<file path="src/design/cda_pkg.sv">
// ---------------------------------------------------------------------------
// cda_pkg
// shared types, codes and month table for the calendar date adder
// ---------------------------------------------------------------------------
package cda_pkg;

    localparam int YEAR_W   = 16;
    localparam int MONTH_W  = 4;
    localparam int DAY_W    = 5;
    localparam int CMD_W    = 3;
    localparam int STATUS_W = 2;
    localparam int AMT_W    = 16;
    localparam int IN_W     = 48;
    localparam int OUT_W    = 32;

    // months counter is one bit wider than the amount
    localparam int TOTAL_W   = AMT_W + 1;

    // quotient by three of a quartered month total: (x * RECIP_3) >> RECIP_SHIFT
    localparam logic [AMT_W-1:0] RECIP_3     = 16'd43691;
    localparam int               RECIP_SHIFT = 17;

    localparam logic [MONTH_W-1:0] MONTHS_PER_YEAR = 4'd12;
    localparam logic [YEAR_W-1:0]  YEAR_MAX        = 16'hFFFF;

    // commands
    localparam logic [CMD_W-1:0] CMD_SET    = 3'd0;
    localparam logic [CMD_W-1:0] CMD_YEARS  = 3'd1;
    localparam logic [CMD_W-1:0] CMD_MONTHS = 3'd2;
    localparam logic [CMD_W-1:0] CMD_DAYS   = 3'd3;

    // status codes
    localparam logic [STATUS_W-1:0] ST_OK  = 2'd0;
    localparam logic [STATUS_W-1:0] ST_REJ = 2'd1;
    localparam logic [STATUS_W-1:0] ST_SAT = 2'd2;

    // controller to datapath commands
    typedef struct packed {
        logic capture;
        logic do_set;
        logic do_years;
        logic div_step;
        logic do_months;
        logic day_step;
        logic out_load;
    } cda_ctl_t;

    // datapath to controller status
    typedef struct packed {
        logic [CMD_W-1:0] cmd;
        logic             day_fin;
    } cda_sts_t;

    // fixed month lengths, no leap years; out-of-range months read 31
    function automatic logic [DAY_W-1:0] month_len(input logic [MONTH_W-1:0] m);
        logic [DAY_W-1:0] len;
        case (m)
            4'd2:    len = 5'd28;
            4'd4:    len = 5'd30;
            4'd6:    len = 5'd30;
            4'd9:    len = 5'd30;
            4'd11:   len = 5'd30;
            default: len = 5'd31;
        endcase
        return len;
    endfunction

endpackage

</file>
<file path="src/design/cda_ctrl.sv">
// ---------------------------------------------------------------------------
// cda_ctrl
// command sequencer and handshake control for the date adder
// ---------------------------------------------------------------------------
module cda_ctrl
(
    input  logic                clk,
    input  logic                rst_n,
    input  logic                s_tvalid,
    output logic                s_tready,
    output logic                m_tvalid,
    input  logic                m_tready,
    input  cda_pkg::cda_sts_t   sts,
    output cda_pkg::cda_ctl_t   ctl
);

    localparam logic [2:0] S_IDLE   = 3'd0;
    localparam logic [2:0] S_DEC    = 3'd1;
    localparam logic [2:0] S_DIV    = 3'd2;
    localparam logic [2:0] S_MON    = 3'd3;
    localparam logic [2:0] S_DAYS   = 3'd4;
    localparam logic [2:0] S_FIN    = 3'd5;

    logic [2:0]                state_reg, state_next;
    logic                      ovalid_reg, ovalid_next;

    assign s_tready = (state_reg == S_IDLE);
    assign m_tvalid = ovalid_reg;

    always_comb
    begin
        state_next  = state_reg;
        ovalid_next = ovalid_reg && !m_tready;
        ctl         = '0;
        case (state_reg)
            S_IDLE:
            begin
                if (s_tvalid)
                begin
                    ctl.capture = 1'b1;
                    state_next  = S_DEC;
                end
            end
            S_DEC:
            begin
                case (sts.cmd)
                    cda_pkg::CMD_SET:
                    begin
                        ctl.do_set = 1'b1;
                        state_next = S_FIN;
                    end
                    cda_pkg::CMD_YEARS:
                    begin
                        ctl.do_years = 1'b1;
                        state_next   = S_FIN;
                    end
                    cda_pkg::CMD_MONTHS:
                    begin
                        state_next = S_DIV;
                    end
                    cda_pkg::CMD_DAYS:
                    begin
                        state_next = S_DAYS;
                    end
                    default:
                    begin
                        state_next = S_FIN;
                    end
                endcase
            end
            S_DIV:
            begin
                ctl.div_step = 1'b1;
                state_next   = S_MON;
            end
            S_MON:
            begin
                ctl.do_months = 1'b1;
                state_next    = S_FIN;
            end
            S_DAYS:
            begin
                ctl.day_step = 1'b1;
                if (sts.day_fin)
                begin
                    state_next = S_FIN;
                end
            end
            S_FIN:
            begin
                if (!ovalid_reg || m_tready)
                begin
                    ctl.out_load = 1'b1;
                    ovalid_next  = 1'b1;
                    state_next   = S_IDLE;
                end
            end
            default:
            begin
                state_next = S_IDLE;
            end
        endcase
    end

    always_ff @(posedge clk or negedge rst_n)
    begin
        if (!rst_n)
        begin
            state_reg  <= S_IDLE;
            ovalid_reg <= 1'b0;
        end
        else
        begin
            state_reg  <= state_next;
            ovalid_reg <= ovalid_next;
        end
    end

endmodule

</file>
<file path="src/design/cda_dp.sv">
// ---------------------------------------------------------------------------
// cda_dp
// date registers, month divider and day stepper
// ---------------------------------------------------------------------------
module cda_dp
(
    input  logic                        clk,
    input  logic                        rst_n,
    input  logic [cda_pkg::IN_W-1:0]    s_tdata,
    output logic [cda_pkg::OUT_W-1:0]   m_tdata,
    input  cda_pkg::cda_ctl_t           ctl,
    output cda_pkg::cda_sts_t           sts
);

    localparam int YW = cda_pkg::YEAR_W;
    localparam int MW = cda_pkg::MONTH_W;
    localparam int DW = cda_pkg::DAY_W;
    localparam int AW = cda_pkg::AMT_W;
    localparam int TW = cda_pkg::TOTAL_W;
    localparam int SW = cda_pkg::STATUS_W;
    localparam int PW = TW + AW - 2;

    // input word fields
    logic [cda_pkg::CMD_W-1:0] in_cmd;
    logic [AW-1:0]             in_amt;
    logic [YW-1:0]             in_sy;
    logic [MW-1:0]             in_sm;
    logic [DW-1:0]             in_sd;

    assign in_cmd = s_tdata[2:0];
    assign in_amt = s_tdata[18:3];
    assign in_sy  = s_tdata[34:19];
    assign in_sm  = s_tdata[38:35];
    assign in_sd  = s_tdata[43:39];

    // captured item
    logic [cda_pkg::CMD_W-1:0] cmd_reg;
    logic [AW-1:0]             amt_reg;
    logic [YW-1:0]             sy_reg;
    logic [MW-1:0]             sm_reg;
    logic [DW-1:0]             sd_reg;

    // date state
    logic [YW-1:0] year_reg,  year_next;
    logic [MW-1:0] month_reg, month_next;
    logic [DW-1:0] day_reg,   day_next;
    logic [DW-1:0] mlen_reg,  mlen_next;

    // work registers
    logic [AW-1:0] n_reg,   n_next;
    logic          sat_reg, sat_next;
    logic [SW-1:0] stat_reg, stat_next;
    logic [TW-1:0] div_reg, div_next;
    logic [MW-1:0] rem_reg, rem_next;

    logic [cda_pkg::OUT_W-1:0] out_reg;

    // combinational helpers
    logic            set_ok;
    logic [YW:0]     yr_sum;
    logic [YW+1:0]   mon_sum;
    logic [TW-3:0]   quo_x;
    logic [PW-1:0]   quo_prod;
    logic [TW-1:0]   quo;
    logic [MW-1:0]   quo_x12;
    logic [MW-1:0]   new_month;
    logic [DW-1:0]   new_len;
    logic [DW-1:0]   room;
    logic            fits;
    logic [MW-1:0]   wrap_month;
    logic            wrap_year;

    function automatic logic in_sm_chk(input logic [MW-1:0] m);
        return (m != '0) && (m <= cda_pkg::MONTHS_PER_YEAR);
    endfunction

    assign set_ok = (in_sm_chk(sm_reg)) && (sd_reg != '0) &&
                    (sd_reg <= cda_pkg::month_len(sm_reg));

    // total / 12 = (total / 4) / 3, the divide by three by reciprocal
    assign quo_x     = div_reg[TW-1:2];
    assign quo_prod  = {{AW{1'b0}}, quo_x} * {{(TW-2){1'b0}}, cda_pkg::RECIP_3};
    assign quo       = TW'(quo_prod[PW-1:cda_pkg::RECIP_SHIFT]);
    // low bits of 12 * quotient, enough for a remainder below twelve
    assign quo_x12   = {quo[1:0], 2'b00} + {quo[0], 3'b000};

    assign yr_sum    = {1'b0, year_reg} + {1'b0, amt_reg};
    assign mon_sum   = {2'b0, year_reg} + {1'b0, div_reg};
    assign new_month = rem_reg + 1'b1;
    assign new_len   = cda_pkg::month_len(new_month);
    assign room      = (mlen_reg > day_reg) ? (mlen_reg - day_reg) : '0;
    assign fits      = n_reg <= {{(AW-DW){1'b0}}, room};
    assign wrap_year = (month_reg == cda_pkg::MONTHS_PER_YEAR);
    assign wrap_month = wrap_year ? MW'(1) : (month_reg + 1'b1);

    assign sts.cmd     = cmd_reg;
    assign sts.day_fin = fits;

    always_comb
    begin
        year_next  = year_reg;
        month_next = month_reg;
        day_next   = day_reg;
        mlen_next  = mlen_reg;
        n_next     = n_reg;
        sat_next   = sat_reg;
        stat_next  = stat_reg;
        div_next   = div_reg;
        rem_next   = rem_reg;

        if (ctl.capture)
        begin
            n_next    = in_amt;
            sat_next  = 1'b0;
            stat_next = cda_pkg::ST_OK;
            div_next  = {{(TW-MW){1'b0}}, month_reg - 1'b1} + {1'b0, in_amt};
            rem_next  = '0;
        end

        if (ctl.do_set)
        begin
            if (set_ok)
            begin
                year_next  = sy_reg;
                month_next = sm_reg;
                day_next   = sd_reg;
                mlen_next  = cda_pkg::month_len(sm_reg);
            end
            else
            begin
                stat_next = cda_pkg::ST_REJ;
            end
        end

        if (ctl.do_years)
        begin
            if (yr_sum[YW])
            begin
                year_next = cda_pkg::YEAR_MAX;
                stat_next = cda_pkg::ST_SAT;
            end
            else
            begin
                year_next = yr_sum[YW-1:0];
            end
        end

        // month total split into years and month index in one step
        if (ctl.div_step)
        begin
            rem_next = div_reg[MW-1:0] - quo_x12;
            div_next = quo;
        end

        if (ctl.do_months)
        begin
            if (mon_sum[YW+1:YW] != 2'b00)
            begin
                year_next = cda_pkg::YEAR_MAX;
                stat_next = cda_pkg::ST_SAT;
            end
            else
            begin
                year_next = mon_sum[YW-1:0];
            end
            month_next = new_month;
            mlen_next  = new_len;
            if (day_reg > new_len)
            begin
                day_next = new_len;
            end
        end

        // one month of the day count per step
        if (ctl.day_step)
        begin
            if (fits)
            begin
                day_next  = day_reg + n_reg[DW-1:0];
                stat_next = sat_reg ? cda_pkg::ST_SAT : cda_pkg::ST_OK;
            end
            else
            begin
                n_next     = n_reg - {{(AW-DW){1'b0}}, room} - 1'b1;
                day_next   = DW'(1);
                month_next = wrap_month;
                mlen_next  = cda_pkg::month_len(wrap_month);
                if (wrap_year)
                begin
                    if (year_reg == cda_pkg::YEAR_MAX)
                    begin
                        sat_next = 1'b1;
                    end
                    else
                    begin
                        year_next = year_reg + 1'b1;
                    end
                end
            end
        end
    end

    always_ff @(posedge clk or negedge rst_n)
    begin
        if (!rst_n)
        begin
            year_reg  <= '0;
            month_reg <= MW'(1);
            day_reg   <= DW'(1);
            mlen_reg  <= DW'(31);
        end
        else
        begin
            year_reg  <= year_next;
            month_reg <= month_next;
            day_reg   <= day_next;
            mlen_reg  <= mlen_next;
        end
    end

    // payload and work registers, no reset
    always_ff @(posedge clk)
    begin
        n_reg    <= n_next;
        sat_reg  <= sat_next;
        stat_reg <= stat_next;
        div_reg  <= div_next;
        rem_reg  <= rem_next;
        if (ctl.capture)
        begin
            cmd_reg <= in_cmd;
            amt_reg <= in_amt;
            sy_reg  <= in_sy;
            sm_reg  <= in_sm;
            sd_reg  <= in_sd;
        end
        if (ctl.out_load)
        begin
            out_reg <= {5'b0, stat_reg, day_reg, month_reg, year_reg};
        end
    end

    assign m_tdata = out_reg;

endmodule

</file>
<file path="src/design/calendar_date_adder.sv">
// set, add years and read: decode, then the result register loads and m_tvalid rises
// add months: decode, divide by twelve by reciprocal, month update, result load
// add days: decode, then the day stepper crosses one month per step, then result load
// throughput: one word in flight, a new word is taken the cycle after the result
// register loads, even while that result waits for the sink
// reset (rst_n low, async): date 0-01-01, no result pending
// ---------------------------------------------------------------------------
// calendar_date_adder
// leap-free calendar date counter with set, add and read commands
// ---------------------------------------------------------------------------
module calendar_date_adder
(
    input  logic                        clk,
    input  logic                        rst_n,
    // input word
    input  logic                        s_tvalid,
    output logic                        s_tready,
    // cmd[2:0], amount[18:3], set_year[34:19], set_month[38:35],
    // set_day[43:39], zero[47:44]
    input  logic [cda_pkg::IN_W-1:0]    s_tdata,
    // result word
    output logic                        m_tvalid,
    input  logic                        m_tready,
    // year[15:0], month[19:16], day[24:20], status[26:25], zero[31:27]
    output logic [cda_pkg::OUT_W-1:0]   m_tdata
);

    // command bundle from sequencer, status bundle back from datapath
    cda_pkg::cda_ctl_t ctl;
    cda_pkg::cda_sts_t sts;

    // sequencer: decodes the captured command, paces the divider and
    // the day stepper, and owns the result-valid flag
    cda_ctrl u_ctrl
    (
        .clk      (clk),
        .rst_n    (rst_n),
        .s_tvalid (s_tvalid),
        .s_tready (s_tready),
        .m_tvalid (m_tvalid),
        .m_tready (m_tready),
        .sts      (sts),
        .ctl      (ctl)
    );

    // datapath: date registers, divide-by-twelve for month adds,
    // month-at-a-time day stepper, output register
    cda_dp u_dp
    (
        .clk     (clk),
        .rst_n   (rst_n),
        .s_tdata (s_tdata),
        .m_tdata (m_tdata),
        .ctl     (ctl),
        .sts     (sts)
    );

endmodule

</file>
<file path="config.mk">
export PLATFORM = sky130hd
export DESIGN_NAME = calendar_date_adder
export DESIGN_NICKNAME = d
export VERILOG_FILES = /design/src/design/cda_pkg.sv /design/src/design/cda_ctrl.sv /design/src/design/cda_dp.sv /design/src/design/calendar_date_adder.sv
export SDC_FILE = /design/constraint.sdc
export NUM_CORES = 1
export LEC_CHECK = 0
export ABC_AREA = 1
export BUFFER_PORTS_ARGS = -buffer_cell sky130_fd_sc_hd__buf_2
export CAP_MARGIN = 30
export CORE_UTILIZATION = 34
export DETAILED_ROUTE_END_ITERATION = 12
export PLACE_DENSITY = 0.48
export RECOVER_POWER = 50
export SYNTH_ARGS = -nofsm -noshare
export SYNTH_HDL_FRONTEND = slang
export SYNTH_SLANG_ARGS = --single-unit
export TNS_END_PERCENT = 20
</file>
<file path="constraint.sdc">
create_clock -name clk -period 16.63 [get_ports clk]
set_input_delay 0 -clock clk [delete_from_list [all_inputs] [get_ports clk]]
set_output_delay 0 -clock clk [all_outputs]
set_load 0.005 [all_outputs]
</file>
**After elaboration in Yosys (flattened, before gate mapping)**

Index checks and enable logic that the tools add are counted.

- Reductions and logical operators: 17
- Equal/unequal tests: 28
- Add/subtract/negate cells: 13
- Magnitude comparators: 5
- Mux-type cells: 70
- Multiply operators: 1

Operators by type and width:

| operator | count |
|---|---|
| $mux W16 | 13 |
| $mux W5 | 12 |
| $mux W4 | 8 |
| $mul A15 B16 Y31 const B | 1 |
| $eq A4 B4 Y1 const B | 7 |
| $mux W14 | 2 |
| $eq A4 B3 Y1 const B | 6 |
| $mux W2 | 11 |
| $add A16 B17 Y18 | 1 |
| $pmux W3 S6 | 1 |
| $add A16 B16 Y17 | 1 |
| $add A4 B16 Y17 | 1 |
| $add A16 B1 Y16 const B | 1 |
| $eq A16 B16 Y1 const B | 1 |
| $le A16 B5 Y1 | 1 |
| $mux W1 | 16 |
| $sub A16 B1 Y16 const B | 1 |
| $sub A16 B5 Y16 | 1 |
| $eq A3 B2 Y1 const B | 4 |
| $eq A4 B2 Y1 const B | 3 |
| $pmux W2 S2 | 3 |
| $reduce_or A4 Y1 | 3 |
| $gt A5 B5 Y1 | 2 |
| $mux W3 | 3 |
| 21 further kinds | 31 |

- Input bits: 52
- Register bits: 145
- Word-level logic and storage cells: 152

**Longest topological paths before layout**

Gate-level depths: netlist (run 1).

- Depth in word-level cells: 13
- Mapped depth: 28
- Gate-level depth less buffers: 28

**Cells and area by module**

From an unflattened synthesis (run 1), not the netlist that was laid out.

- Cells, all modules: 1903
- Area total of the unflattened synthesis: 14302.5 um2

Modules (own cells, without submodules):

| module | seq. area each (um2) | cells each | area an instance (um2) | instances |
|---|---|---|---|---|
| cda_dp | 3872.5 | 1856 | 13999.7 | 1 |
| cda_ctrl | 100.1 | 47 | 302.8 | 1 |

**Worst setup path after synthesis (run 1)**

OpenSTA, ideal clock, no wires.

- Path type: reg-to-reg
- Start: reg u_dp.div_reg[13]
- End: reg u_dp.rem_reg[3] (data pin)
- Arrival time: 5.246 ns
- Setup slack: 11.114 ns
- Path buffers: 0
- Required time: 16.360 ns
- Setup time: 0.270 ns
- Cell stages (with the launch flop): 27
- Clock period less this slack: 5.516 ns
- Cell sequence: edfxtp_1 ha_1 fa_1 inv_1 fa_1 inv_1 fa_1 inv_1 fa_1 inv_1 fa_1 ha_1 nand2_1 inv_1 a21oi_1 inv_1 nor2_1 nand2_1 nand2_1 nand2_1 ha_1 xnor2_1 inv_1 nand3_1 nand2_1 nand2_1 a21oi_1

- Cells in the longest elaborated chain, start to end: 4

RTL lines:

| element | line | text |
|---|---|---|
| from (decl) | cda_dp.sv:53 | `logic [TW-1:0] div_reg, div_next;` |
| from (signal assigned) | cda_dp.sv:227 | `div_reg <= div_next;` |
| $mul A15 B16 Y31 | cda_dp.sv:82 | `assign quo_prod = {{AW{1'b0}}, quo_x} * {{(TW-2){1'b0}}, cda_pkg::RECIP_3};` |
| $add A4 B4 Y4 | cda_dp.sv:85 | `assign quo_x12 = {quo[1:0], 2'b00} + {quo[0], 3'b000};` |
| $sub A4 B4 Y4 | cda_dp.sv:151 | `rem_next = div_reg[MW-1:0] - quo_x12;` |
| $mux W4 | cda_dp.sv:149 | `if (ctl.div_step)` |
| to (signal assigned) | cda_dp.sv:228 | `rem_reg <= rem_next;` |
| to (decl) | cda_dp.sv:54 | `logic [MW-1:0] rem_reg, rem_next;` |

No other way between the ends.
A chain may end at the register's enable or synchronous reset.

**Final worst setup path (run 1)**

- Start: reg u_dp.div_reg[11]
- End: reg u_dp.rem_reg[3] (data pin)

Same word-level chain as after synthesis.

==> results.md, run 1 <==
- CP delay by family, top: adder cells
- Die Footprint: 43200 µm²
- Commonest non-fill, non-tap cell in the layout: nand2_1
- # DRC: 0
- Syn_area_per_cell: approximately 7.7 µm²
- Clock Sinks: 145
- Final count of hold timing violations: 0
- Area Growth Syn to Fin: 13.1%
- Worst setup startpoint: u_dp.div_reg[11]
- Synthesized flop and latch total: 145
- H-Tree Depth: 4
- Clk buf depth: 2
- Status: finished, violations left
- Main synth FF type: edfxtp_1
- Yosys cell types: 56
- Slew headroom: -46.2%
- Initial Util: about 34%
- CTS tree: done
- Multi-input logic area: between 9000 and 10000 µm²
- CP max stage delay: 550 ps
- Synth warn: 0
- Synth async-reset ratio: 23.4%
- Die height: roughly 210 µm
- Ratio of cells with drive above 1 in the final layout: roughly 7.6%
- CP endpoint kind: flop
- Fillers: 4416
- Crit-path most repeated cell: inv_1
- Critical path peak fanout: 4
- Routed wl met2: roughly 19000 µm
- Clock tree root driver cell: clkbuf_16
- Largest net degree at the start of global routing: 60
- Total track usage: about a fifth
- Cell with the largest stage delay on the worst path: fa_1
- Drt pass-1 iters: 5
- WS Path Type: reg2reg
- Max reg flops: 27
- Post-cts resize count: 0
- Worst Max-Slew Pin Slew: roughly 2200 ps
- Final worst-path cycle share: ~38%
- 1st-iter DRT viols: ~720
- Hold Crit Class: in2reg
- Syn Std Cell Area: 14400 µm²
- # setup viols final: 0
- Critical path launch point type: flop
- First-pass GRT wire length: 68700 µm
- Clk_lat worst skew: 440 ps
- Syn Inst Count: around 1900
- Failing checks: capacitance limit, slew limit
- Die Wd: slightly above 200 µm
- RSZ-0062 raised after global routing: no
- Worst-path clk slew: about 60 ps
- Grt total ovfl: 0
- Post-synthesis sequential area ratio: between 20 and 30%
- Register area: between 3000 and 4000 µm²
- CTS Buf Count: 17
- RR Startpoint: u_dp.div_reg[11]
- Nets: 2281
- Max-Cap Viols: 1
- Post-DP HPWL: approximately 34000 µm
- Io pins: 86
- Gpl congestion: ~0.91
- # rows: 75
- # diodes: 0
- Highest Signal Layer: met5
- Commonest cells after routing, fill and taps aside: nand2_1, inv_1, ha_1, nand3_1, nor2_1
- Core area: 41900 µm²
- Clk_skew: 10.7 ps
- WL met3: 1750 µm
- Setup slack after placement: 10380 ps
- Final TNS setup: 0 ps
- Initial antenna violation count: 2
- Worst Path Required: roughly 17000 ps
- Vias in the first global route: around 13000
- Antenna Nets Post-Route: 0
- Final Max Tran Viols: 35
- Routed WL per cell: between 15 and 20 µm
- Via Count: 12600
- CP arrival: between 6000 and 7000 ps
- Final WS setup: just over 10000 ps
- M1 WL: roughly 22000 µm
- Hold Crit Start: s_tdata[39]
- Fmax: around 160 MHz
- CP Buf/Inv Count: 7
- DR vias/cell: between 4 and 5
- Port buffer count: 76
- Total Wirelength: about 43000 µm
- Final min period: 6280 ps
- Post-synth EDFFs: ~90
[Yosys cell counts (5+ instances only)]
cell / count / area share [%]
dfstp_2: 7 / 1.3
nand3_2: 7 / 0.49
a31oi_1: 15 / 0.65
nor2_2: 12 / 0.52
dfxtp_1: 22 / 3.1
dfrtp_1: 27 / 4.7
nand3b_1: 13 / 0.68
buf_4: 6 / 0.31
nand2_1: 487 / 13
buf_6: 8 / 0.63
or2_2: 6 / 0.26
a21oi_1: 81 / 2.8
nand3_1: 148 / 5.1
and2_1: 5 / 0.22
xnor2_1: 15 / 0.91
fa_1: 62 / 8.6
nor3_1: 23 / 0.80
ha_1: 177 / 15
nor2_1: 125 / 3.3
o21bai_1: 10 / 0.52
o21ai_1: 18 / 0.63
xor2_1: 45 / 2.7
buf_2: 10 / 0.35
o21ai_0: 59 / 2.1
nand4_1: 31 / 1.3
inv_2: 18 / 0.47
edfxtp_1: 89 / 19
clkbuf_1: 5 / 0.13
inv_1: 278 / 7.2
nand2_2: 8 / 0.35
[final cells by class]
class / count / share of cell area, %
clock inverters: 7 / 0.307
multi-input cells: 1398 / 55.9
flip-flops and latches: 145 / 24.4
repair buffers: 128 / 5.19
well taps: 539 / 4.14
clock buffers: 25 / 3.11
inverters: 300 / 6.93
[per-stage QoR]
step / util [%] / hold WS (ps) / cells / instance area, µm²
final: 38.9 / 259 / 2542 / 16300
after global routing: 38.9 / 252 / 2542 / 16300
after CTS: 39.1 / 226 / 2542 / 16400
after detailed placement: 36.6 / 169 / 2463 / 15300
after global placement: 36.6 / 160 / 2462 / 15300
after floorplan: - / -296 / 1873 / 14400
[metal layers]
layer  vias up  global-route usage [%]
met2       244                    32.3
met4         2                    4.39
li1       6347                       -
met3        33                    2.71
met5         -                       0
met1      5974                    30.0
[cells by family after synthesis]
logic type	synth area share [%]
other	0.0260
and+or+nand+nor	27.3
AOI/OAI and AO/OA	8.17
adders and majority gates	24.0
xor gates and xnor gates	3.65
buffers and inverters	9.28
DFF	27.6
[repair_timing]
action | CTS | global route
setup buffers | 0 | 0
endpoints found under the hold margin | 88 | 0
hold buffers | 47 | 0
[worst register-to-register path, cell delays in order, from the launching register on]
cell	delay, ps
edfxtp_1	540
ha_1	410
fa_1	540
inv_1	100
fa_1	550
inv_1	60
fa_1	530
inv_1	70
fa_1	540
inv_1	60
fa_1	470
ha_1	350
nand2_1	140
inv_1	50
a21oi_1	270
inv_1	90
nor2_1	210
nand2_1	130
nand2_1	90
nand2_1	80
ha_1	200
xnor2_1	190
inv_1	70
nand3_1	100
nand2_1	60
nand2_1	50
a21oi_1	60
[worst paths after layout]
path | to | slack, ps | depth (start not counted)
setup / recovery | u_dp.rem_reg[3] | 10350 | 26
hold / removal | u_dp.sd_reg[0] | 260 | 2
setup reg to reg | u_dp.rem_reg[3] | 10350 | 26
hold reg to reg | u_dp.m_tdata[25] | 440 | 0
max in group asynchronous | u_dp.day_reg[3] | 14630 | 2
min in group asynchronous | u_dp.year_reg[15] | 730 | 2
Power of run 1 is not shown: default switching activity piles up to over one toggle a cycle in this logic, so the estimate is an artifact.
==> run 2: changes to the inputs <==
- ABC_AREA: 1 -> 0
- clock period: 16.63 -> 5.95 ns (I/O delays scaled with it)
==> run 2 against run 1 <==
Effect of this change:
- the flow still finishes with violations (capacitance limit, slew limit)
- sequential share of layout area increased by 2.9 points
- global-route usage decreased by 2.4 points
- maximum frequency increased by 8.6%
- die area decreased by 14%
- synthesized cell count decreased by 34%
- critical endpoint unchanged
- highest routed layer is now met4
==> results.md, run 2 <==
- Ratio of cells with drive above 1 in the final layout: between 10% and 20%
- Post-Synth Simple-Gate Area: between 10% and 20%
- Multiplexer share of the synthesized area: between 2 and 2.5%
- Fin area: 14600 µm²
- Antenna Nets Post-Route: 0
- Final count of hold timing violations: 0
- Port buffer count: 76
- Final WS setup: approximately 170 ps
- Total Wirelength: around 33000 µm
- Post-synthesis sequential area ratio: between 30 and 40%
- Largest family of logic cells by synthesized area: adder cells
- Syn Inst Count: about 1200
- Fmax: about 170 MHz
- Gpl congestion: 0.866
- Clk buf depth: 2
- Synthesized flop and latch total: between 100 and 150
- Register area: 3970 µm²
- Nets: roughly 1700
- CTS tree: done
- Drt pass-1 iters: 5
- Final worst-path cycle share: a little over nine tenths
- 1st-iter DRT viols: between 300 and 400
- First-pass GRT wire length: about 51000 µm
- Max-Cap Viols: 1
- Total track usage: between 15 and 20%
- Leading area contributor after synthesis: edfxtp_1
- Synth area leaders: edfxtp_1, ha_1, fa_1, dfrtp_1, inv_1
- Post-Synth XOR/XNOR Area: under 10%
- Initial antenna violation count: 0
- Yosys cell types: 76
- Grt total ovfl: 0
- Multi-input logic area: between 7000 and 8000 µm²
- RR Startpoint: u_dp.div_reg[11]
- Slew headroom: -40.9%
- CP arrival: about 6000 ps
- CP endpoint kind: flop
- Final Max Tran Viols: 35
- Most frequent cells after synthesis: ha_1, inv_1, edfxtp_1, a21oi_1, nor2_1
- # diodes: 0
- Failing checks: capacitance limit, slew limit
- Setup slack after placement: -101 ps
- Hold worst-path end: u_dp.sd_reg[2]
- Synthesized-area fraction occupied by adder cells: approximately 28%
- Top-area cell type share of the netlist area: between 20% and 30%
- WHS: 279 ps
- Final TNS setup: 0 ps
- Critical path peak fanout: 3
- Via Count: 9373
- Clock Sinks: 145
- Worst Path Required: between 6000 and 7000 ps
- H-Tree Depth: 4
- R2R Setup Slk: 170 ps
- Clk_lat worst skew: around 430 ps
- Worst Max-Slew Pin Slew: between 2000 and 2500 ps
- Hold Crit Class: in2reg
- DR vias/cell: 5.04
- Area Growth Syn to Fin: 18.4%
- Critical path launch point type: flop
- Vias in the first global route: 9222
- Die Wd: just under 200 µm
- Count leader, synth: ha_1
- Post-synth EDFFs: 89
- Status: finished, violations left
- Io pins: 86
- Final min period: 5780 ps
- Die Footprint: around 37000 µm²
- Clk_skew: 9.69 ps
- Syn_area_per_cell: between 10 and 15 µm²
- Largest net degree at the start of global routing: 38
- Post-DP HPWL: between 20000 and 30000 µm
- Synth warn: 0
- Die height: 192 µm
- Syn Std Cell Area: about 12000 µm²
- Compound-Gate Fraction of Synth Area: a little over an eighth
- Core area: roughly 36000 µm²
- Fillers: 3583
- Placed Area: around 13000 µm²
- # DRC: 0
- Commonest non-fill, non-tap cell in the layout: ha_1
- Max reg flops: 27
- Reg2reg end: u_dp.rem_reg[3]
- Worst-path clk slew: about 60 ps
- Synth async-reset ratio: 23.4%
- Initial Util: between 30% and 40%
- # setup viols final: 0
- FF-to-FF path depth: 22
- WS Path Type: reg2reg
- # rows: 69
- Routed WL per cell: 17.7 µm
- CTS Buf Count: 17
- Commonest cells after routing, fill and taps aside: ha_1, inv_1, edfxtp_1, a21oi_1
- Hold Crit Start: s_tdata[41]
- Clock tree root driver cell: clkbuf_16
- Hold depth: 2
- Main synth FF type: edfxtp_1
run 2: cell types whose count changed after synthesis, moves of 19 or more:
cell,delta
nand2_1,-406
inv_1,-141
nand3_1,-122
nor2_1,-42
xnor2_1,+38
mux2i_1,+26
nand4_1,-23
a21o_1,+19
run 2: critical path, cell delays in order, from the launching register on:
cell and delay (ps):
edfxtp_1 430, ha_4 270, fa_1 570, inv_2 60
fa_1 500, inv_2 40, fa_1 490, inv_1 50
fa_1 490, inv_2 40, fa_1 590, ha_4 230
a211oi_2 210, o21ai_1 90, o22a_1 240, or2_4 260
and2_4 170, nor2_4 130, ha_4 160, xor2_2 150
xnor2_1 150, xnor2_1 140, nor2_1 50
run 2: routing by layer:
metal  global-route usage, %  up-vias  part of all wire [%]
met3                    2.65       14                   2.8
met2                    29.9      135                    47
met4                    3.24        0                  0.74
met5                       0        -                     0
li1                        -     4629                     -
met1                    25.5     4595                    49
run 2: how the worst max path moves through the flow:
| stage | start | depth (start not counted) | end |
|---|---|---|---|
| 5_1_grt | u_dp.div_reg[11] | 22 | u_dp.rem_reg[3] |
| 3_3_place_gp | u_dp.div_reg[11] | 22 | u_dp.rem_reg[3] |
| 3_5_place_dp | u_dp.div_reg[11] | 22 | u_dp.rem_reg[3] |
| 6_report | u_dp.div_reg[11] | 22 | u_dp.rem_reg[3] |
| 2_1_floorplan | u_dp.div_reg[13] | 22 | u_dp.rem_reg[3] |
| 4_1_cts | u_dp.div_reg[13] | 22 | u_dp.rem_reg[3] |
run 2: cell type report:
class                           count  share of cell area (%)
Sequential cell                   145                    27.3
Timing Repair Buffer              164                    7.57
Tap cell                          461                    3.96
Inverter                          137                    3.53
Clock buffer                       19                    3.04
Clock inverter                     13                    1.11
Multi-Input combinational cell    920                    53.5
run 2: cells by family after synthesis:
logic type      after synthesis
simple gates                287
flops                       145
xor+xnor                     97
other cells                   1
mux                          28
fa+ha+maj                   239
compound gates              264
buf+inv                     169
run 2: metrics by stage:
| step | std cells | util, % |
|---|---|---|
| 2_1_floorplan | 1234 | - |
| 3_3_place_gp | 1773 | 37.6 |
| 3_5_place_dp | 1773 | 37.6 |
| 4_1_cts | 1853 | 40.7 |
| 5_1_grt | 1859 | 41.0 |
| 6_report | 1859 | 41.0 |
run 2: what timing repair did:
action	4_1_cts	5_1_grt
gates resized for setup	3	21
pin swaps	3	25
setup buffers	1	6
endpoints found under the hold margin	92	0
gates cloned	0	0
setup endpoints to repair	4	11
hold buffers	47	0
Power of run 2 is left out for the same reason.
